**src/cfp_pkg.sv**
```systemverilog
// Shared constants, types and helper functions of the command frame parser.
package cfp_pkg;

  localparam int FRAME_MAX_DEFAULT = 10;
  localparam int QUEUE_DEPTH = 2;
  localparam int COUNT_W = 4;

  localparam logic [7:0] CMD_POWER = 8'h66;
  localparam logic [7:0] CMD_SETPARAM = 8'h99;

  localparam logic [7:0] ID_KP = 8'h33;
  localparam logic [7:0] ID_KI = 8'h55;
  localparam logic [7:0] ID_KD = 8'h99;
  localparam logic [7:0] ID_TT = 8'hAA;
  localparam logic [7:0] ID_ST = 8'h66;
  localparam logic [7:0] ID_AR = 8'hCC;

  localparam logic [COUNT_W-1:0] LEN_NONE = 4'd0;
  localparam logic [COUNT_W-1:0] LEN_POWER = 4'd5;
  localparam logic [COUNT_W-1:0] LEN_GAIN = 4'd10;
  localparam logic [COUNT_W-1:0] LEN_BYTE = 4'd7;

  localparam logic [2:0] KIND_KP = 3'd0;
  localparam logic [2:0] KIND_KI = 3'd1;
  localparam logic [2:0] KIND_KD = 3'd2;
  localparam logic [2:0] KIND_TT = 3'd3;
  localparam logic [2:0] KIND_ST = 3'd4;
  localparam logic [2:0] KIND_AR = 3'd5;
  localparam logic [2:0] KIND_NONE = 3'd6;

  // One completed frame, classified and checked, waiting to be carried out.
  typedef struct packed {
    logic        is_set;
    logic        ok;
    logic [7:0]  seq;
    logic [2:0]  kind;
    logic [31:0] value;
  } frame_rec_t;

  function automatic logic [2:0] id_kind(input logic [7:0] id);
    logic [2:0] k;
    unique case (id)
      ID_KP:   k = KIND_KP;
      ID_KI:   k = KIND_KI;
      ID_KD:   k = KIND_KD;
      ID_TT:   k = KIND_TT;
      ID_ST:   k = KIND_ST;
      ID_AR:   k = KIND_AR;
      default: k = KIND_NONE;
    endcase
    return k;
  endfunction

endpackage

```
**src/cfp_front.sv**
```systemverilog
// Front end: collects frame bytes, decodes the length, keeps the checksum, emits frame records.
module cfp_front
  import cfp_pkg::*;
#(
  parameter int FRAME_MAX = FRAME_MAX_DEFAULT
) (
  input  logic       clk,
  input  logic       rst,
  input  logic       in_valid,
  output logic       in_ready,
  input  logic [7:0] rx_byte,
  input  logic       q_full,
  output logic       push,
  output frame_rec_t push_rec
);

  localparam int IDX_W = $clog2(FRAME_MAX);

  logic [7:0] frame_store [FRAME_MAX];
  logic [COUNT_W-1:0] byte_count;
  logic [COUNT_W-1:0] frame_length;
  logic [7:0] running_sum;

  logic [COUNT_W-1:0] byte_count_next;
  logic [COUNT_W-1:0] frame_length_next;
  logic [7:0] running_sum_next;

  logic             take;
  logic             in_store;
  logic             cmd_set;
  logic [2:0]       rx_kind;
  logic [COUNT_W-1:0] len_eff;
  logic             drop;
  logic             add_sum;
  logic             last;
  logic [COUNT_W-1:0] count_inc;
  logic [IDX_W-1:0] chk_idx;
  logic             ok;
  logic [2:0]       stored_kind;

  assign in_ready = !q_full;
  assign take = in_valid && in_ready;
  assign in_store = ({1'b0, byte_count} < 5'(FRAME_MAX));
  assign cmd_set = (frame_store[1] == CMD_SETPARAM);
  assign rx_kind = id_kind(rx_byte);
  assign count_inc = byte_count + 4'd1;

  always_comb begin
    len_eff = frame_length;
    drop = 1'b0;
    if (byte_count == 4'd1) begin
      if (rx_byte == CMD_POWER) begin
        len_eff = LEN_POWER;
      end else if (rx_byte != CMD_SETPARAM) begin
        drop = 1'b1;
      end
    end else if (byte_count == 4'd3 && cmd_set) begin
      if (rx_kind == KIND_NONE) begin
        drop = 1'b1;
      end else if (rx_kind == KIND_KP || rx_kind == KIND_KI || rx_kind == KIND_KD) begin
        len_eff = LEN_GAIN;
      end else begin
        len_eff = LEN_BYTE;
      end
    end
  end

  // Bytes 1 through length-3 enter the checksum; byte length-2 is the checksum itself.
  assign add_sum = (byte_count != 4'd0) &&
                   (len_eff == LEN_NONE || ({1'b0, byte_count} + 5'd3) <= {1'b0, len_eff});
  assign last = !drop && len_eff != LEN_NONE && count_inc == len_eff;

  assign chk_idx = IDX_W'(len_eff - 4'd2);
  assign ok = (running_sum == frame_store[chk_idx]);
  assign stored_kind = id_kind(frame_store[3]);

  always_comb begin
    push_rec.is_set = cmd_set;
    push_rec.ok = ok;
    push_rec.seq = frame_store[2];
    push_rec.kind = KIND_NONE;
    push_rec.value = '0;
    if (ok && cmd_set) begin
      push_rec.kind = stored_kind;
      if (stored_kind == KIND_KP || stored_kind == KIND_KI || stored_kind == KIND_KD) begin
        push_rec.value = {frame_store[4], frame_store[5], frame_store[6], frame_store[7]};
      end else begin
        push_rec.value = {24'd0, frame_store[4]};
      end
    end
  end

  assign push = take && last;

  always_comb begin
    byte_count_next = byte_count;
    frame_length_next = frame_length;
    running_sum_next = running_sum;
    if (take) begin
      if (drop || last) begin
        byte_count_next = '0;
        frame_length_next = LEN_NONE;
        running_sum_next = '0;
      end else if ({1'b0, count_inc} >= 5'(FRAME_MAX)) begin
        byte_count_next = '0;
        frame_length_next = LEN_NONE;
        running_sum_next = '0;
      end else begin
        byte_count_next = count_inc;
        frame_length_next = len_eff;
        running_sum_next = add_sum ? running_sum + rx_byte : running_sum;
      end
    end
  end

  always_ff @(posedge clk) begin
    if (rst) begin
      byte_count <= '0;
      frame_length <= LEN_NONE;
      running_sum <= '0;
    end else begin
      byte_count <= byte_count_next;
      frame_length <= frame_length_next;
      running_sum <= running_sum_next;
    end
  end

  always_ff @(posedge clk) begin
    if (take && in_store) begin
      frame_store[byte_count[IDX_W-1:0]] <= rx_byte;
    end
  end

endmodule

```
**src/cfp_queue.sv**
```systemverilog
// Short queue of frame records between the front end and the executor.
module cfp_queue
  import cfp_pkg::*;
(
  input  logic       clk,
  input  logic       rst,
  input  logic       push,
  input  frame_rec_t push_rec,
  output logic       full,
  input  logic       pop,
  output logic       q_valid,
  output frame_rec_t head
);

  localparam int PTR_W = (QUEUE_DEPTH > 1) ? $clog2(QUEUE_DEPTH) : 1;
  localparam int CNT_W = $clog2(QUEUE_DEPTH + 1);

  frame_rec_t entries [QUEUE_DEPTH];
  logic [PTR_W-1:0] wr_ptr;
  logic [PTR_W-1:0] rd_ptr;
  logic [CNT_W-1:0] count;

  function automatic logic [PTR_W-1:0] ptr_inc(input logic [PTR_W-1:0] p);
    return (p == PTR_W'(QUEUE_DEPTH - 1)) ? '0 : p + 1'b1;
  endfunction

  assign full = (count == CNT_W'(QUEUE_DEPTH));
  assign q_valid = (count != '0);
  assign head = entries[rd_ptr];

  always_ff @(posedge clk) begin
    if (rst) begin
      wr_ptr <= '0;
      rd_ptr <= '0;
      count <= '0;
    end else begin
      if (push) begin
        wr_ptr <= ptr_inc(wr_ptr);
      end
      if (pop) begin
        rd_ptr <= ptr_inc(rd_ptr);
      end
      if (push && !pop) begin
        count <= count + 1'b1;
      end else if (pop && !push) begin
        count <= count - 1'b1;
      end
    end
  end

  always_ff @(posedge clk) begin
    if (push) begin
      entries[wr_ptr] <= push_rec;
    end
  end

endmodule

```
**src/cfp_back.sv**
```systemverilog
// Executor: applies checked frames to the heater state and holds the result register.
module cfp_back
  import cfp_pkg::*;
(
  input  logic        clk,
  input  logic        rst,
  input  logic        q_valid,
  input  frame_rec_t  head,
  output logic        pop,
  output logic        out_valid,
  input  logic        out_ready,
  output logic        command_kind,
  output logic        accepted,
  output logic [7:0]  sequence_byte,
  output logic [2:0]  param_kind,
  output logic [31:0] param_value,
  output logic        power_on
);

  logic power_state;
  logic power_state_next;

  assign pop = q_valid && (!out_valid || out_ready);
  assign power_state_next = power_state ^ (head.ok && !head.is_set);

  always_ff @(posedge clk) begin
    if (rst) begin
      out_valid <= 1'b0;
      power_state <= 1'b0;
    end else begin
      if (pop) begin
        out_valid <= 1'b1;
        power_state <= power_state_next;
      end else if (out_ready) begin
        out_valid <= 1'b0;
      end
    end
  end

  always_ff @(posedge clk) begin
    if (pop) begin
      command_kind <= head.is_set;
      accepted <= head.ok;
      sequence_byte <= head.seq;
      param_kind <= head.kind;
      param_value <= head.value;
      power_on <= power_state_next;
    end
  end

endmodule

```
**src/command_frame_parser.sv**
```systemverilog
// Top level of the command frame parser: front end, record queue and executor.
//
// The block takes one received serial byte per request on the input channel
// (in_valid, in_ready, rx_byte) and assembles command frames. Byte 1 is the
// command, byte 3 the parameter id; together they fix the frame length of 5,
// 7 or 10 bytes. A frame with an unknown command or id is dropped without a
// result and the next byte opens a new frame.
// Each completed frame yields one request on the output channel (out_valid,
// out_ready): command kind, checksum verdict, sequence byte, the parameter
// written and the heater power state after the frame.
// Throughput is one byte per cycle while in_ready is high. With output free,
// a frame result passes the queue and then the output register to out_valid.
// The front end and the executor are joined by a two-entry record queue, so a
// stalled receiver holds up input only once the queue and the output register
// are both full; in_ready then drops until a result is taken.
// Reset clears frame progress, empties the queue and clears the heater state.
module command_frame_parser
  import cfp_pkg::*;
#(
  parameter int FRAME_MAX = FRAME_MAX_DEFAULT
) (
  input  logic        clk,
  input  logic        rst,
  input  logic        in_valid,
  output logic        in_ready,
  input  logic [7:0]  rx_byte,
  output logic        out_valid,
  input  logic        out_ready,
  output logic        command_kind,
  output logic        accepted,
  output logic [7:0]  sequence_byte,
  output logic [2:0]  param_kind,
  output logic [31:0] param_value,
  output logic        power_on
);

  // Handoff between the front end and the queue.
  logic       push;
  frame_rec_t push_rec;
  logic       q_full;

  // Handoff between the queue and the executor.
  logic       pop;
  logic       q_valid;
  frame_rec_t head;

  // The front end tracks byte position, frame length and checksum, and pushes
  // one record on the last byte of every frame that is not dropped.
  cfp_front #(
    .FRAME_MAX(FRAME_MAX)
  ) u_front (
    .clk(clk),
    .rst(rst),
    .in_valid(in_valid),
    .in_ready(in_ready),
    .rx_byte(rx_byte),
    .q_full(q_full),
    .push(push),
    .push_rec(push_rec)
  );

  cfp_queue u_queue (
    .clk(clk),
    .rst(rst),
    .push(push),
    .push_rec(push_rec),
    .full(q_full),
    .pop(pop),
    .q_valid(q_valid),
    .head(head)
  );

  // The executor owns the heater state and toggles it for every accepted
  // power frame, in frame order.
  cfp_back u_back (
    .clk(clk),
    .rst(rst),
    .q_valid(q_valid),
    .head(head),
    .pop(pop),
    .out_valid(out_valid),
    .out_ready(out_ready),
    .command_kind(command_kind),
    .accepted(accepted),
    .sequence_byte(sequence_byte),
    .param_kind(param_kind),
    .param_value(param_value),
    .power_on(power_on)
  );

endmodule
```
**config.mk**
```make
export PLATFORM = sky130hd
export DESIGN_NAME = command_frame_parser
export DESIGN_NICKNAME = d
export VERILOG_FILES = /design/src/cfp_pkg.sv /design/src/cfp_front.sv /design/src/cfp_queue.sv /design/src/cfp_back.sv /design/src/command_frame_parser.sv
export SDC_FILE = /design/constraint.sdc
export NUM_CORES = 1
export LEC_CHECK = 0
export BUFFER_PORTS_ARGS = -buffer_cell sky130_fd_sc_hd__buf_4
export CAP_MARGIN = 30
export CORE_MARGIN = 2
export CORE_UTILIZATION = 45
export DETAILED_ROUTE_END_ITERATION = 6
export GPL_TIMING_DRIVEN = 0
export PLACE_DENSITY = 0.59
export SYNTH_ARGS = -nofsm -noshare
export SYNTH_HDL_FRONTEND = slang
export SYNTH_SLANG_ARGS = --single-unit
export TNS_END_PERCENT = 30
```
**constraint.sdc**
```tcl
create_clock -name clk -period 12.1 [get_ports clk]
set_input_delay 3.025 -clock clk [delete_from_list [all_inputs] [get_ports clk]]
set_output_delay 3.025 -clock clk [all_outputs]
set_load 0.005 [all_outputs]
```
==> out/results.txt, run 1 <==
status: finished, final reports clean
clock skew: 0.0189 ns
Cell Area, Synth: 13,000 um2
die area: 30,300 um2
grt ovf: 0
measured slew at the worst slew-check pin: 0.954 ns
final hold vios: 0
count leader, synth: edfxtp_1
share of cells above drive strength 1: 23.8%
largest family of logic cells by synthesized area: simple AND/OR/NAND/NOR gates
adder-cell area share of the yosys netlist: 1.89%
Req. time, crit path: 12.37 ns
Placed Cells: 1,384
Synth area leader: edfxtp_1
top achievable clock speed: 0.106 GHz
RSZ-0062 raised after global routing: false
Syn-to-layout area delta: 16.6%
hold crit path type: flip-flop to flip-flop
Pre-Repair DR Iteration Count: 5
Root Driver: clkbuf_16
final RePlAce weighted congestion: 0.923
cts hold-fix bufs: 0
main flop type after synthesis: edfxtp_1
number of global-route vias before repair: 7,677
Detailed Place HPWL: 21,100 um
Slew Limit Fails: 0
crit share post-route: 78.0%
ys async rst share: 0%
final cell count without fillers: 1,440
Synth top area share: 61.0%
Post-CTS Resized: 0
Initial Utilization: 45.5%
share of synthesized area spent on multiplexers: 9.54%
register area share after synthesis: 64.5%
post-route antenna net violation count: 0
routed len/inst: 21.0 um
post-synth cell types: 82
worst vdd ir: 109 uV
clk slew on worst S/H paths: 0.06 ns
CTS Buffer Depth: 3
Die Y: 174 um
Critical Path AT: 9.71 ns
CP Launch Type: input pin
TritonCTS clock tree: built
crit path max fanout: 24
Commonest cells post-synth: edfxtp_1, nand2_1, mux2_2
Tot GR Track Use: 19.9%
final wirelength: 30,200 um
Max Cap Violations: 0
Clock Sinks: 287
Worst Setup Path Type: input pin to flip-flop
initial antenna violation count: 0
LEAKAGE: 5.18 nW
Post-synth EDFFs: 264
# port buffers: 58
Die X: 174 um
post-layout min period: 9.44 ns
FF-to-FF setup slack: 4.60 ns
first-pass GRT wire length: 46,200 um
row count: 62
Post-layout nets: 1,065
setup_tns: 0 ns
Post-Synth Simple-Gate Area: 12.7%
Synth Register Bits: 287
largest net degree at the start of global routing: 47
Num CTS Buffers: 30
total number of vias: 7,945
residual DRC count: 0
syn avg cell area: 14.4 um2
via/cell ratio: 5.52
area of the core: 28,500 um2
Setup-failing EPs final: 0
Max H-tree Level: 1
post-synthesis xor/xnor area fraction: 1.28%
# IOs: 60
compound-cell area share of the yosys netlist: 7.97%
clk_lat worst skew: 0.57 ns
DRT iter0 DRCs: 601
antenna cells: 0
largest cells by area after synthesis: edfxtp_1, mux2_2, dfxtp_1
Worst slew margin: 36.2%
pwr dens: 186 nW/um2
crit end category: flip-flop
Synth Warn #: 0
Post-CTS Setup Bufs: 0
Mapped Cells: 903
## state kept, by name (all words and copies together), names as in the netlist, named ones only
signal	flops
u_back.param_value	32
u_front.frame_store	128
u_front.running_sum	8
u_queue.entries	90
u_back.power_on	1
u_back.out_valid	1
u_queue.wr_ptr	1
u_queue.rd_ptr	1
u_back.command_kind	1
u_back.power_state	1
u_back.accepted	1
u_queue.count	2
u_front.frame_length	4
u_front.byte_count	4
u_back.param_kind	3
u_back.sequence_byte	8
## area by class of cell
type	count	area, um2
Buffer	46	215
Clock buffer	39	785
Fill cell	2430	13400
Multi-Input combinational cell	586	4460
Timing Repair Buffer	68	543
Tap cell	384	480
Clock inverter	15	221
Inverter	15	58.8
Sequential cell	287	8390
## final timing paths
check	from	end	cells past startpoint
worst max-delay path	rx_byte[1]	u_queue.entries[0][32]	20
worst min-delay path	u_front.frame_store[2][7]	u_queue.entries[1][42]	0
worst max register to register	u_front.byte_count[1]	u_queue.entries[0][32]	21
worst min register to register	u_front.frame_store[2][7]	u_queue.entries[1][42]	0
## placed cells by master (no fill, tap or decap), types with 18 or more instances in the layout
cell type	count
nor2_1	31
nand3_1	28
nor3_1	19
clkbuf_16	30
nand2_1	69
conb_1	32
ha_1	18
clkbuf_1	33
edfxtp_1	264
buf_4	65
a21oi_1	26
nor4_2	31
o21ai_0	26
mux2_2	64
dfxtp_1	23
mux2i_1	44
## where the power goes
part           internal [W]  leakage (nW)  total (W)  switching (W)
Sequential          0.00122          2.75    0.00126      0.0000418
Clock              0.000562         0.482   0.000929       0.000367
Combinational      0.000273          1.95   0.000624       0.000350
Total               0.00205          5.18    0.00281       0.000759
## worst max-delay path: stages
cell and delay [ns]:
buf_4 0.30, and4bb_2 0.35, nand2_1 0.15, and4b_1 0.30, nor2_8 0.27, inv_2 0.06
buf_2 0.20, buf_2 0.26, ha_1 0.34, clkbuf_1 0.32, clkbuf_1 0.65, buf_1 0.64
clkbuf_1 0.61, mux2i_1 0.36, mux2i_1 0.19, a211oi_1 0.32, o21ai_0 0.12, o31ai_1 0.11
o2111ai_2 0.40, a2111oi_0 0.69
## metal layers
| metal | part of all wire [%] | routed length (um) | GRT usage (%) |
|---|---|---|---|
| met5 | 0 | 0 | 0 |
| met4 | 2.9 | 870 | 6.27 |
| met3 | 4.7 | 1420 | 2.45 |
| met2 | 48 | 14600 | 33.0 |
| met1 | 44 | 13300 | 27.4 |
## cells by family after synthesis
| kind of cell | Yosys count |
|---|---|
| AO/OA/AOI/OAI | 142 |
| XOR/XNOR | 19 |
| adder cells (fa/ha/maj) | 19 |
| buffers and inverters | 61 |
| flip-flops | 287 |
| multiplexers | 112 |
| other | 1 |
| AND/OR/NAND/NOR | 262 |
## per-stage QoR
stage / power (W) / setup WS, ns / utilization [%] / hold WS [ns] / area, um2
finish: 0.00281 / 2.66 / 53.1 / 0.497 / 15200
floorplan: 0.00166 / 2.24 / - / 0.439 / 13100
detailed placement: 0.00190 / 2.18 / 49.5 / 0.489 / 14100
global placement: 0.00189 / -1.33 / 49.2 / 0.480 / 14000
global route: 0.00293 / 2.14 / 53.1 / 0.502 / 15200
CTS: 0.00283 / 2.76 / 53.0 / 0.497 / 15100
Power figures use the tool's default switching activity.
==> run 2, diff against run 1 <==
--- a/config.mk
+++ b/config.mk
@@ -5,13 +5,14 @@
 export SDC_FILE = /design/constraint.sdc
 export NUM_CORES = 1
 export LEC_CHECK = 0
+export ABC_AREA = 1
 export BUFFER_PORTS_ARGS = -buffer_cell sky130_fd_sc_hd__buf_4
 export CAP_MARGIN = 30
 export CORE_MARGIN = 2
 export CORE_UTILIZATION = 45
 export DETAILED_ROUTE_END_ITERATION = 6
 export GPL_TIMING_DRIVEN = 0
-export PLACE_DENSITY = 0.59
+export PLACE_DENSITY = 0.6
 export SYNTH_ARGS = -nofsm -noshare
 export SYNTH_HDL_FRONTEND = slang
 export SYNTH_SLANG_ARGS = --single-unit
==> constraint.sdc (replaced) <==
create_clock -name clk -period 9.4 [get_ports clk]
set_input_delay 2.35 -clock clk [delete_from_list [all_inputs] [get_ports clk]]
set_output_delay 2.35 -clock clk [all_outputs]
set_load 0.005 [all_outputs]
==> out/results.txt, run 2 <==
CTS Buffer Depth: 3 (unchanged)
largest family of logic cells by synthesized area: simple AND/OR/NAND/NOR gates
Cell Area, Synth: 12,500 um2 (-4.1%)
final wirelength: 28,600 um (-5.2%)
share of cells above drive strength 1: 19.2% (-4.6 points)
crit share post-route: 68.6%
Num CTS Buffers: 30 (unchanged)
first-pass GRT wire length: 44,200 um (-4.4%)
Worst R2R Start: u_front.byte_count[0]
Initial Utilization: 46.0% (+0.46 points)
status: finished, final reports clean
R2R depth: 20 (-4.8%)
residual DRC count: 0 (unchanged)
pwr dens: 281 nW/um2 (+51%)
setup_tns: 0 ns (unchanged)
Tot GR Track Use: 20.1% (+0.19 points)
commonest non-fill, non-tap cells in the layout: edfxtp_1, nand3_1, nand2_1
clk_lat worst skew: 0.57 ns (about the same)
design area: 14,700 um2 (-2.9%)
die area: 29,100 um2 (-4.0%)
# IOs: 60 (unchanged)
Critical Path AT: 6.86 ns (-2.85 ns)
syn avg cell area: 11.8 um2 (-18%)
Worst Path Buf+Inv: 8 (unchanged)
Max Cap Violations: 0 (unchanged)
Die X: 170 um (-2.0%)
# port buffers: 59 (+1.7%)
post-place setup slack: 2.44 ns (+0.259 ns)
Max H-tree Level: 1 (unchanged)
Syn-to-layout area delta: 18.1%
Commonest cells post-synth: edfxtp_1, nand3_1, nand2_1
Cells on Worst Hold Path: 1 (+1)
Root Driver: clkbuf_16
post-route antenna net violation count: 0 (unchanged)
Worst Setup Path Type: input pin to flip-flop
TritonCTS clock tree: built
crit end category: flip-flop
crit path max fanout: 22 (-8.3%)
largest net degree at the start of global routing: 33 (-30%)
Post-synth EDFFs: 264 (unchanged)
Setup-failing EPs final: 0 (unchanged)
Total Power: 0.00414 W (+47%)
Synth Warn #: 0 (unchanged)
register area share after synthesis: 67.3% (+2.8 points)
Max stage delay cell, worst path: buf_1
DRT iter0 DRCs: 709 (+18%)
share of synthesized area spent on multiplexers: 4.62% (-4.9 points)
Post-Synth Simple-Gate Area: 19.1% (+6.4 points)
antenna cells: 0 (unchanged)
compound-cell area share of the yosys netlist: 2.10% (-5.9 points)
CP peak stage delay: 0.53 ns (-0.16 ns)
Synth area leader: edfxtp_1
Pre-Repair DR Iteration Count: 6 (+1)
post-layout min period: 6.45 ns
final RePlAce weighted congestion: 0.929 (+0.67%)
count leader, synth: edfxtp_1
Hold Path End: u_queue.rd_ptr
Post-layout nets: 1,219 (+14%)
Synth top area share: 63.6% (+2.6 points)
via/cell ratio: 5.21 (-5.6%)
Worst Setup SP: rx_byte[1]
main flop type after synthesis: edfxtp_1
CP Launch Type: input pin
dpl cell area: 13,600 um2 (-3.5%)
Largest register FFs: 128 (unchanged)
Post-CTS Setup Bufs: 0 (unchanged)
most common cell after layout, fill and taps aside: edfxtp_1
post-synthesis xor/xnor area fraction: 0.702% (-0.58 points)
number of global-route vias before repair: 7,888 (+2.7%)
Detailed Place HPWL: 19,400 um (-7.8%)
final hold vios: 0 (unchanged)
CP Cell Sequence: buf_4, nand2_1, clkinv_1, nand2_1, nor2_4, nor2_1, nand3_2, nand3_1, nand2_2, clkinv_1, buf_2, ha_1, clkbuf_1, inv_1, buf_1, nand3_1, nand3_1, nand3_1, nand2_1, nand2_1, nor2_4, nand3_4, buf_4, nor2_1
largest cells by area after synthesis: edfxtp_1, nand3_1, nand2_1
area of the core: 27,100 um2 (-5.1%)
Die Y: 170 um (-2.0%)
LEAKAGE: 5.51 nW (+6.3%)
Hold Slack: 0.461 ns (-0.0362 ns)
adder-cell area share of the yosys netlist: 1.97% (+0.081 points)
Crit path max-delay family: buffers and inverters
Post-CTS Resized: 0 (unchanged)
cts hold-fix bufs: 0 (unchanged)
total number of vias: 8,247 (+3.8%)
Clock Sinks: 287 (unchanged)
clk slew on worst S/H paths: 0.06 ns (about the same)
RR Endpoint: u_queue.entries[0][25]
row count: 60 (-3.2%)
routed len/inst: 18.1 um (-14%)
grt ovf: 0 (unchanged)
Worst path depth: 24 (+20%)
hold crit path type: flip-flop to flip-flop
worst setup margin: 2.95 ns (+0.294 ns)
Hold Crit Start: u_queue.rd_ptr
Req. time, crit path: 9.81 ns (-2.56 ns)
Slew Limit Fails: 0 (unchanged)
Synth Register Bits: 287 (unchanged)
FF-to-FF setup slack: 4.48 ns (-0.12 ns)
post-synth cell types: 38 (-54%)
Worst slew margin: 40.1% (+4.0 points)
worst vdd ir: 146 uV (+34%)
Mapped Cells: 1,058 (+17%)
measured slew at the worst slew-check pin: 0.893 ns (-0.0606 ns)
ys async rst share: 0% (unchanged)
RSZ-0062 raised after global routing: false
clock skew: 0.0241 ns (+0.00526 ns)
top achievable clock speed: 0.155 GHz
initial antenna violation count: 0 (unchanged)
==> run 2: cell count changes after synthesis, sizes merged, moves of 10 or more <==
cell    previous run  this run
mux2              65        44
mux2i             44         8
nor4              36         5
nor2              34        91
clkbuf            24         9
inv               15        71
nor2b             10         0
nand2             69       198
nand3             28       198
buf               22        36
==> run 2: worst max-delay path by stage <==
stage                                        end  slack (ns)
final                     u_queue.entries[0][25]        2.95
after global routing      u_queue.entries[1][31]        2.64
after CTS                 u_queue.entries[1][31]        3.03
after detailed placement  u_queue.entries[0][31]        2.44
after global placement     u_queue.entries[1][5]         1.0
after floorplan            u_queue.entries[0][0]        2.80
==> run 2: area by class of cell <==
type | instances | area (um2)
Inverter | 74 | 278
Buffer | 45 | 245
Clock inverter | 24 | 342
Fill cell | 2280 | 12400
Tap cell | 372 | 465
Clock buffer | 31 | 754
Multi-Input combinational cell | 683 | 3720
Timing Repair Buffer | 67 | 531
Sequential cell | 287 | 8390
==> run 2: where the power goes <==
part / leakage [nW] / internal, W / switching [W]
sequential: 2.73 / 0.00161 / 0.0000652
clock: 0.523 / 0.000782 / 0.000499
combinational: 2.25 / 0.000452 / 0.000726
==> run 2: per-layer routing <==
layer | vias up | GRT usage, % | wire (um)
li1 | 3960 | - | -
met1 | 3929 | 27.4 | 12400
met2 | 291 | 33.2 | 13500
met3 | 67 | 3.14 | 1880
met4 | 0 | 6.09 | 848
met5 | - | 0 | 0
==> run 2: logic make-up (layout without fill, tap and decap cells) <==
family | Yosys count | in the layout
other | 1 | 32
and+or+nand+nor | 520 | 520
DFF | 287 | 287
xor gates and xnor gates | 10 | 10
adders and majority gates | 19 | 19
muxes | 52 | 52
AOI/OAI and AO/OA | 50 | 50
buffers and inverters | 119 | 241
==> run 2: stage by stage <==
stage	std cells	utilization, %
after detailed placement	1528	50.3
after floorplan	1089	-
after CTS	1583	54.3
final	1583	54.3
after global routing	1583	54.3
after global placement	1520	49.8
==> run 3, diff against run 2 <==
--- a/config.mk
+++ b/config.mk
@@ -12,7 +12,7 @@
 export CORE_UTILIZATION = 45
 export DETAILED_ROUTE_END_ITERATION = 6
 export GPL_TIMING_DRIVEN = 0
-export PLACE_DENSITY = 0.6
+export PLACE_DENSITY = 0.62
 export SYNTH_ARGS = -nofsm -noshare
 export SYNTH_HDL_FRONTEND = slang
 export SYNTH_SLANG_ARGS = --single-unit
==> constraint.sdc (replaced) <==
create_clock -name clk -period 5.2 [get_ports clk]
set_input_delay 1.3 -clock clk [delete_from_list [all_inputs] [get_ports clk]]
set_output_delay 1.3 -clock clk [all_outputs]
set_load 0.005 [all_outputs]
==> out/results.txt, run 3 (synthesis results as in run 2) <==
LEAKAGE: 5.46 nW (-0.96%)
Syn-to-layout area delta: 17.0%
Total Power: 0.00719 W (+74%)
dpl cell area: 13,600 um2 (about the same)
Pre-Repair DR Iteration Count: 6 (unchanged)
clk slew on worst S/H paths: 0.06 ns (about the same)
final hold vios: 0 (unchanged)
Num CTS Buffers: 30 (unchanged)
initial antenna violation count: 0 (unchanged)
Slew Limit Fails: 0 (unchanged)
# IOs: 60 (unchanged)
measured slew at the worst slew-check pin: 0.994 ns (+0.101 ns)
TritonCTS clock tree: built
# port buffers: 59 (unchanged)
CP Launch Type: input pin
FF-to-FF setup slack: 0.72 ns (-3.76 ns)
clock skew: 0.00825 ns (-0.0159 ns)
CTS Buffer Depth: 3 (unchanged)
Max stage delay cell, worst path: buf_1
Fill cells: 2,330 (+2.2%)
final RePlAce weighted congestion: 0.923 (-0.67%)
area of the core: 27,100 um2 (unchanged)
residual DRC count: 0 (unchanged)
design area: 14,600 um2 (-0.94%)
post-layout min period: 4.90 ns
most common cell after layout, fill and taps aside: edfxtp_1
Req. time, crit path: 5.59 ns (-4.22 ns)
share of cells above drive strength 1: 19.0% (-0.18 points)
top achievable clock speed: 0.204 GHz
Detailed Place HPWL: 19,500 um (+0.32%)
worst vdd ir: 338 uV (+130%)
total number of vias: 8,274 (+0.33%)
CP Cell Sequence: buf_4, nand2_1, clkinv_1, nand2_1, nor2_4, nor2_1, nand3_2, nand3_1, nand2_2, clkinvlp_4, buf_2, ha_2, buf_1, nand3_1, nand3_1, nand3_1, nand2_1, nand2_1, nor2_4, nand3_4, buf_4, nor2_1
Max H-tree Level: 1 (unchanged)
Die Y: 170 um (unchanged)
crit end category: flip-flop
Max Cap Violations: 0 (unchanged)
Worst R2R Start: u_front.byte_count[0]
Sequential Area: 8390 um2 (unchanged)
first-pass GRT wire length: 43,700 um (-1.1%)
routed len/inst: 18.0 um (-0.58%)
Root Driver: clkbuf_16
final wirelength: 28,500 um (-0.52%)
Initial Utilization: 46.0% (unchanged)
Die X: 170 um (unchanged)
Clock Sinks: 287 (unchanged)
Critical Path End: u_queue.entries[0][25]
Largest register FFs: 128 (unchanged)
Tot GR Track Use: 19.8% (-0.27 points)
Worst Setup Path Type: input pin to flip-flop
Worst Path Buf+Inv: 6 (-2)
Critical Path AT: 5.29 ns (-1.57 ns)
die area: 29,100 um2 (unchanged)
row count: 60 (unchanged)
crit path max fanout: 21 (-4.5%)
R2R depth: 18 (-10%)
grt ovf: 0 (unchanged)
DRT iter0 DRCs: 751 (+5.9%)
clk_lat worst skew: 0.55 ns (-0.02 ns)
status: finished, final reports clean
antenna cells: 0 (unchanged)
worst setup margin: 0.304 ns (-2.65 ns)
Worst Setup SP: rx_byte[5]
Setup-failing EPs final: 0 (unchanged)
Post-layout nets: 1,219 (unchanged)
RR Endpoint: u_queue.entries[0][25]
via/cell ratio: 5.22 (+0.26%)
Crit path max-delay family: simple AND/OR/NAND/NOR gates
RSZ-0062 raised after global routing: false
post-route antenna net violation count: 0 (unchanged)
Worst slew margin: 33.4% (-6.8 points)
Multi-input gate area: 3720 um2 (about the same)
crit share post-route: 94.1%
hold crit path type: flip-flop to flip-flop
Worst path depth: 22 (-8.3%)
commonest non-fill, non-tap cells in the layout: edfxtp_1, nand3_1, nand2_1
Post-CTS Setup Bufs: 0 (unchanged)
post-place setup slack: -0.707 ns (-3.15 ns)
CP peak stage delay: 0.50 ns (-0.03 ns)
number of global-route vias before repair: 7,869 (-0.24%)
largest net degree at the start of global routing: 33 (unchanged)
pwr dens: 493 nW/um2 (+75%)
-- run 3: cell count changes in the layout (fill, tap and decap cells not counted), moves of 2 or more --
cell and change:
inv_6 -2, clkinv_2 +2, buf_2 +2, clkinv_1 +2, bufinv_16 -5, clkinv_4 +2
clkbuf_1 +2, buf_4 -2
-- run 3: through the flow --
step                      util (%)  instances  hold slack, ns  TNS, ns
after global routing          53.8       1584           0.483        0
after detailed placement      50.3       1529           0.440   -45.14
after CTS                     53.8       1585           0.463        0
final                         53.8       1584           0.466        0
after global placement        49.8       1520           0.441  -240.26
after floorplan                  -       1089           0.426   -31.82
-- run 3: how the worst min path moves through the flow --
stage / startpoint / end / slack, ns / cells after the start
after global routing: u_front.frame_length[3] / u_front.frame_length[3] / 0.48 / 2
final: u_front.frame_length[3] / u_front.frame_length[3] / 0.47 / 2
after floorplan: u_queue.rd_ptr / flip-flop / 0.43 / 1
after detailed placement: u_queue.rd_ptr / flip-flop / 0.44 / 1
after global placement: u_queue.rd_ptr / u_queue.rd_ptr / 0.44 / 1
after CTS: u_queue.rd_ptr / u_queue.rd_ptr / 0.46 / 1
-- run 3: worst register-to-register path: stages, from the launching register on --
cell        delay, ns
dfxtp_1          0.47
ha_1             0.28
nand2_1          0.09
nor2_1           0.28
nand3_1          0.14
nand2_2          0.23
clkinvlp_4       0.24
buf_2            0.29
ha_2             0.48
buf_1            0.50
nand3_1          0.15
nand3_1          0.21
nand3_1          0.12
nand2_1          0.08
nand2_1          0.08
nor2_4           0.17
nand3_4          0.15
buf_4            0.21
nor2_1           0.15
-- run 3: report_power, final --
part | total, W | internal, W | switching, W
registers | 0.00303 | 0.00291 | 0.000120
logic | 0.00213 | 0.000824 | 0.00131
clock network | 0.00203 | 0.00116 | 0.000867
-- run 3: cell type report --
cell class	instances	share of cell area (%)
Buffer	44	1.68
Clock buffer	34	5.25
Clock inverter	22	1.26
Inverter	74	1.93
Multi-Input combinational cell	683	25.5
Sequential cell	287	57.5
Tap cell	372	3.19
Timing Repair Buffer	68	3.68
-- run 3: routing by layer --
metal	share of wire (%)	up-vias	GRT usage [%]
li1	-	3959	-
met1	43	3957	27.0
met2	47	299	32.4
met3	7.3	59	3.42
met4	2.8	0	6.43
met5	0	-	0
-- run 3: timing repair --
action	CTS	global route
endpoints found under the setup margin	60	70
resized for setup	1	4
hold buffers	0	0
